### config.mk
export PLATFORM = sky130hd
export DESIGN_NAME = ida_ram
export DESIGN_NICKNAME = d
export VERILOG_FILES = /design/src/rtl/ida_ram.sv
export SDC_FILE = /design/constraint.sdc
export NUM_CORES = 2
export LEC_CHECK = 0
export ABC_AREA = 1
export BUFFER_PORTS_ARGS = -buffer_cell sky130_fd_sc_hd__buf_2
export CAP_MARGIN = 25
export CORE_MARGIN = 4
export CORE_UTILIZATION = 30
export DETAILED_ROUTE_END_ITERATION = 12
export SYNTH_ARGS = -nofsm -noshare
export SYNTH_HDL_FRONTEND = slang
export SYNTH_SLANG_ARGS = --single-unit
### constraint.sdc
create_clock -name clock -period 3.8 [get_ports clock]
set_input_delay 0.38 -clock clock [delete_from_list [all_inputs] [get_ports clock]]
set_output_delay 0.38 -clock clock [all_outputs]
set_load 0.02 [all_outputs]
### src/rtl/ida_ram.sv
`timescale 1ns / 1ps
module ida_ram #(
   parameter int unsigned WIDTH = 32,
   parameter int unsigned DEPTH = 128
) (
   input  logic                     clock,
   input  logic                     we,
   input  logic [$clog2(DEPTH)-1:0] waddr,
   input  logic [WIDTH-1:0]         wdata,
   input  logic [$clog2(DEPTH)-1:0] raddr,
   output logic [WIDTH-1:0]         rdata
);
   logic [WIDTH-1:0] mem [DEPTH];
   logic [WIDTH-1:0] rdata_ff;

   always_ff @(posedge clock) begin
      if (we) mem[waddr] <= wdata;
      rdata_ff <= mem[raddr];
   end
   assign rdata = rdata_ff;
endmodule
# [Word-level counts from Yosys, hierarchy flattened]
# Memory sizes are Yosys's and may differ from the RTL's. A register that Yosys moved wholly into a read port is not among the register bits.
# Cells that the tools add are included.
[word_totals] inputBits=48 memories=1 mem_bits_rw=4096 output_inout_bits=32 ff_bits=0 elab_cells=3
[memory_table] memory="mem" depth=128 width=32 read_ports=1 rd_ports_with_merged_regs=1 write_ports=1 line="13" rtl="logic [WIDTH-1:0] mem [DEPTH];"
[op_classes] muxes=2
[ops] cell="$mux W1" count=2

# [Depth between registers and ports, before layout]
[logic_depth] ltp_word=2 depth_mapped=13

# [Worst setup path before layout]
# No wires, ideal clock.
[synth_timing] path_kind="input port to flip-flop" start="in we" end="mem mem[105][0] (enable)" stages=4 path_buffers=2 required_ns=3.379 t_arrival_ns=2.357 setup_time_ns=0.421 path_slack_ns=1.022 cell_sequence="clkbuf_1 nand2_1 clkbuf_1 nor2_1"
[synth_between] elab_chain_len=2
[synth_rtl] item="from (decl)" line="7" rtl="input logic we,"
[synth_rtl] item="$mux W1" line="17" rtl="if (we) mem[waddr] <= wdata;"
[synth_rtl] item="$mux W1 (implied by the code)" line="17"
[synth_rtl] item="to (decl)" line="13"
# No other way between the ends.

# [Worst setup path after layout]
[layout_timing] start="reg rdata_ff[14], in the netlist rdata[14], read port of mem" end="out rdata[14]"
[layout_lines] item="from (decl)" line="14" rtl="logic [WIDTH-1:0] rdata_ff;"
[layout_lines] item="to (decl)" line="11" rtl="output logic [WIDTH-1:0] rdata"
# No word-level cell between the ends.

==> results.sh <==
export IMPL_seq_area_frac_synth=0.7510
export IMPL_port_buffers=79
export IMPL_drcViolationCount=0
export IMPL_nets=13637
export IMPL_r2r_slack_ps=1410
export IMPL_syn_inst=13389
export IMPL_antenna_found_initial=37
export IMPL_synth_edf_count=4096
export IMPL_setup_viol=0
export IMPL_max_cap_violations=0
export IMPL_dr_pass1_iters=9
export IMPL_cts_root_buf="clkbuf_16"
export IMPL_cts_resized_gates=0
export IMPL_grt_pass1_wl_microns=732900
export IMPL_final_hold_viol_count=0
export IMPL_yosys_warnings=0
export IMPL_gp_congestion=0.8602
export IMPL_crit_buf_inv=1
export IMPL_synth_compound_gate_area_share=0
export IMPL_syn2layout_area_growth_pct=16.00
export IMPL_startpoint_type="flip-flop"
export IMPL_row_count=271
export IMPL_yosysUniqueCellTypes=15
export IMPL_synth_top_cell_area_share=0.7471
export IMPL_crit_path_top_delay_cell="dfxtp_1"
export IMPL_post_route_period_util=0.7254
export IMPL_cts_tree="done"
export IMPL_cts_inserted_buffers=419
export IMPL_synth_xor_area_frac=0
export IMPL_worstHoldEndpoint="mem[125][0]"
export IMPL_fin_skew_ps=69.58
export IMPL_vias=109713
export IMPL_p_leak_nw=65.40
export IMPL_p_per_area_nw_per_um2=515.9
export IMPL_path_class="reg -> out"
export IMPL_cts_sinks=4128
export IMPL_ys_dominant_reg_cell="edfxtp_1"
export IMPL_drt_iter0_markers=14746
export IMPL_synthTopCellsByArea="edfxtp_1, nand3_1, nand2_1"
export IMPL_rsz0062_at_grt="no"
export IMPL_cp_arrival_ps=2380
export IMPL_finalMaxSlewViolations=0
export IMPL_drive_gt1_frac=0.1001
export IMPL_io_pins=80
export IMPL_clkTransAtPathRegs_ps=60
export IMPL_fin_area_sq_um=191000
export IMPL_ant_nets=0
export IMPL_critical_path_top_delay_family="flip-flops"
export IMPL_muxShareOfSynthArea=0
export IMPL_grt_max_degree=129
export IMPL_synth_area_per_cell_sq_um=12.30
export IMPL_grt_overflow=0
export IMPL_dp_hpwl_microns=291200
export IMPL_r2r_start="mem[41][16]"
export IMPL_clock_latency_ps=990
export IMPL_worstHoldStart="wdata[0]"
export IMPL_post_route_min_period_ps=2756
export IMPL_dieArea_sq_um=560700
export IMPL_synthSimpleGateAreaFrac=0.2206
export IMPL_hold_path_cell_count=1
export IMPL_wl_microns=513600
export IMPL_fmax_mhz=362.8
export IMPL_post_drt_wl_per_cell_microns=24.22
export IMPL_yosysMostFrequentCell="nand2_1"
export IMPL_endpoint_kind="primary output"
export IMPL_grt_pass1_vias=101103
export IMPL_chipWidth_microns=748.8
export IMPL_slowest_delay_ps=1020
export IMPL_dp_cells=20380
export IMPL_synth_nets=13437
export IMPL_postSynth_asyncResetShare=0
export IMPL_ys_ff_latch=4128
export IMPL_crit_reg2reg_capture="rdata[16]"
export IMPL_synth_top_family_by_area="simple AND/OR/NAND/NOR gates"
export IMPL_coreArea_sq_um=545900
export IMPL_cts_path_max_buffers=4
export IMPL_avgViaCountPerCell=5.173
export IMPL_cp_required_ps=3420
export IMPL_outcome="completed"
export IMPL_ir_drop_uv=397.4
export IMPL_grt_usage=0.1760
export IMPL_reg2reg_depth=8
export IMPL_die_h_microns=748.8
export IMPL_synth_area_sq_um=164600
export IMPL_worstMarginPinSlew_ps=1125
export IMPL_fin_tns_setup_ps=0
export IMPL_cts_htree_levels=5
export IMPL_synth_top_cells_by_count="nand2_1, edfxtp_1, nand3_1"
export IMPL_crit_fanout=12
export IMPL_min_path_type="in -> reg"
export IMPL_synth_adder_area_share=0
export IMPL_slew_headroom=0.2498
export IMPL_crit_chain="buf_2"
export IMPL_final_cells=21208
export IMPL_start_util=0.3016
export IMPL_yosysTopAreaCell="edfxtp_1"
export IMPL_postPlaceCellArea_sq_um=176800
## where the power goes
part,switching [mW],internal (mW)
registers,0.251,50.3
logic,4.76,1.58
clock network,17.7,24.0
## kinds of logic after synthesis
kind of cell	count (synthesis)
buffers and inverters	933
and+or+nand+nor	8328
DFF	4128
## worst max path at each step
| stage | start | to | cells past startpoint |
|---|---|---|---|
| CTS | rdata[4] | rdata[4] | 1 |
| global route | raddr[0] | rdata[5] | 13 |
| finish | rdata[14] | rdata[14] | 1 |
| detailed placement | raddr[0] | rdata[7] | 13 |
| floorplan | we | mem[105][0] | 4 |
| global placement | raddr[0] | rdata[5] | 13 |
## metal layers
layer / part of all wire / global-route usage / vias up
met5: 0.00016 / 0 / -
met4: 0.034 / 0.05526 / 14
met3: 0.11 / 0.03381 / 869
met2: 0.45 / 0.2697 / 5628
met1: 0.41 / 0.2518 / 54746
li1: - / - / 48456
## cell usage in the layout, fill, tap and decap left out, types with 2 or more instances in the layout
cell and instances:
edfxtp_1 4096, nand2_1 4143, clkinvlp_4 8, nor3_1 8
clkinv_4 3, dlygate4sd3_1 20, nand2_2 8, clkinv_1 97
dfxtp_1 32, clkinv_2 71, buf_4 479, inv_6 8
clkbuf_16 423, clkbuf_8 6, bufinv_16 49, inv_1 18
buf_2 41, nand3_1 4035, inv_16 9, clkbuf_1 95
inv_8 2, nor2_4 128, diode_2 28, nor2_1 6
clkinv_16 8, buf_8 3, buf_12 141, clkinv_8 4
buf_16 3
## per-stage QoR
stage	util	hold WS (ps)	worst slack, ps	power [mW]
finish	0.3498	71.97	1044	98.52
global route	0.3497	47.49	1039	101.3
CTS	0.3496	7.512	984.3	98.93
detailed placement	0.3239	649.6	218.9	57.72
global placement	0.3238	641.0	222.8	57.67
floorplan	-	478.9	1022	54.37
## flip-flops by register name, summed over array words and instances, names as in the netlist
name,flops
mem,4096
rdata,32
## what timing repair did
| action | in CTS | in global routing |
|---|---|---|
| hold buffers | 18 | 2 |
| setup buffers | 0 | 0 |
| hold endpoints to repair | 372 | 36 |
## area by class of cell
| class | count | area, sq um |
|---|---|---|
| clock buffers | 524 | 11020 |
| inverters | 24 | 142.6 |
| fillers | 52425 | 354900 |
| repair buffers | 688 | 6963 |
| clock inverters | 254 | 2784 |
| diodes | 28 | 70.07 |
| multi-input cells | 8328 | 37300 |
| well taps | 7234 | 9051 |
| flip-flops and latches | 4128 | 123600 |
Power figures use the tool's default switching activity.
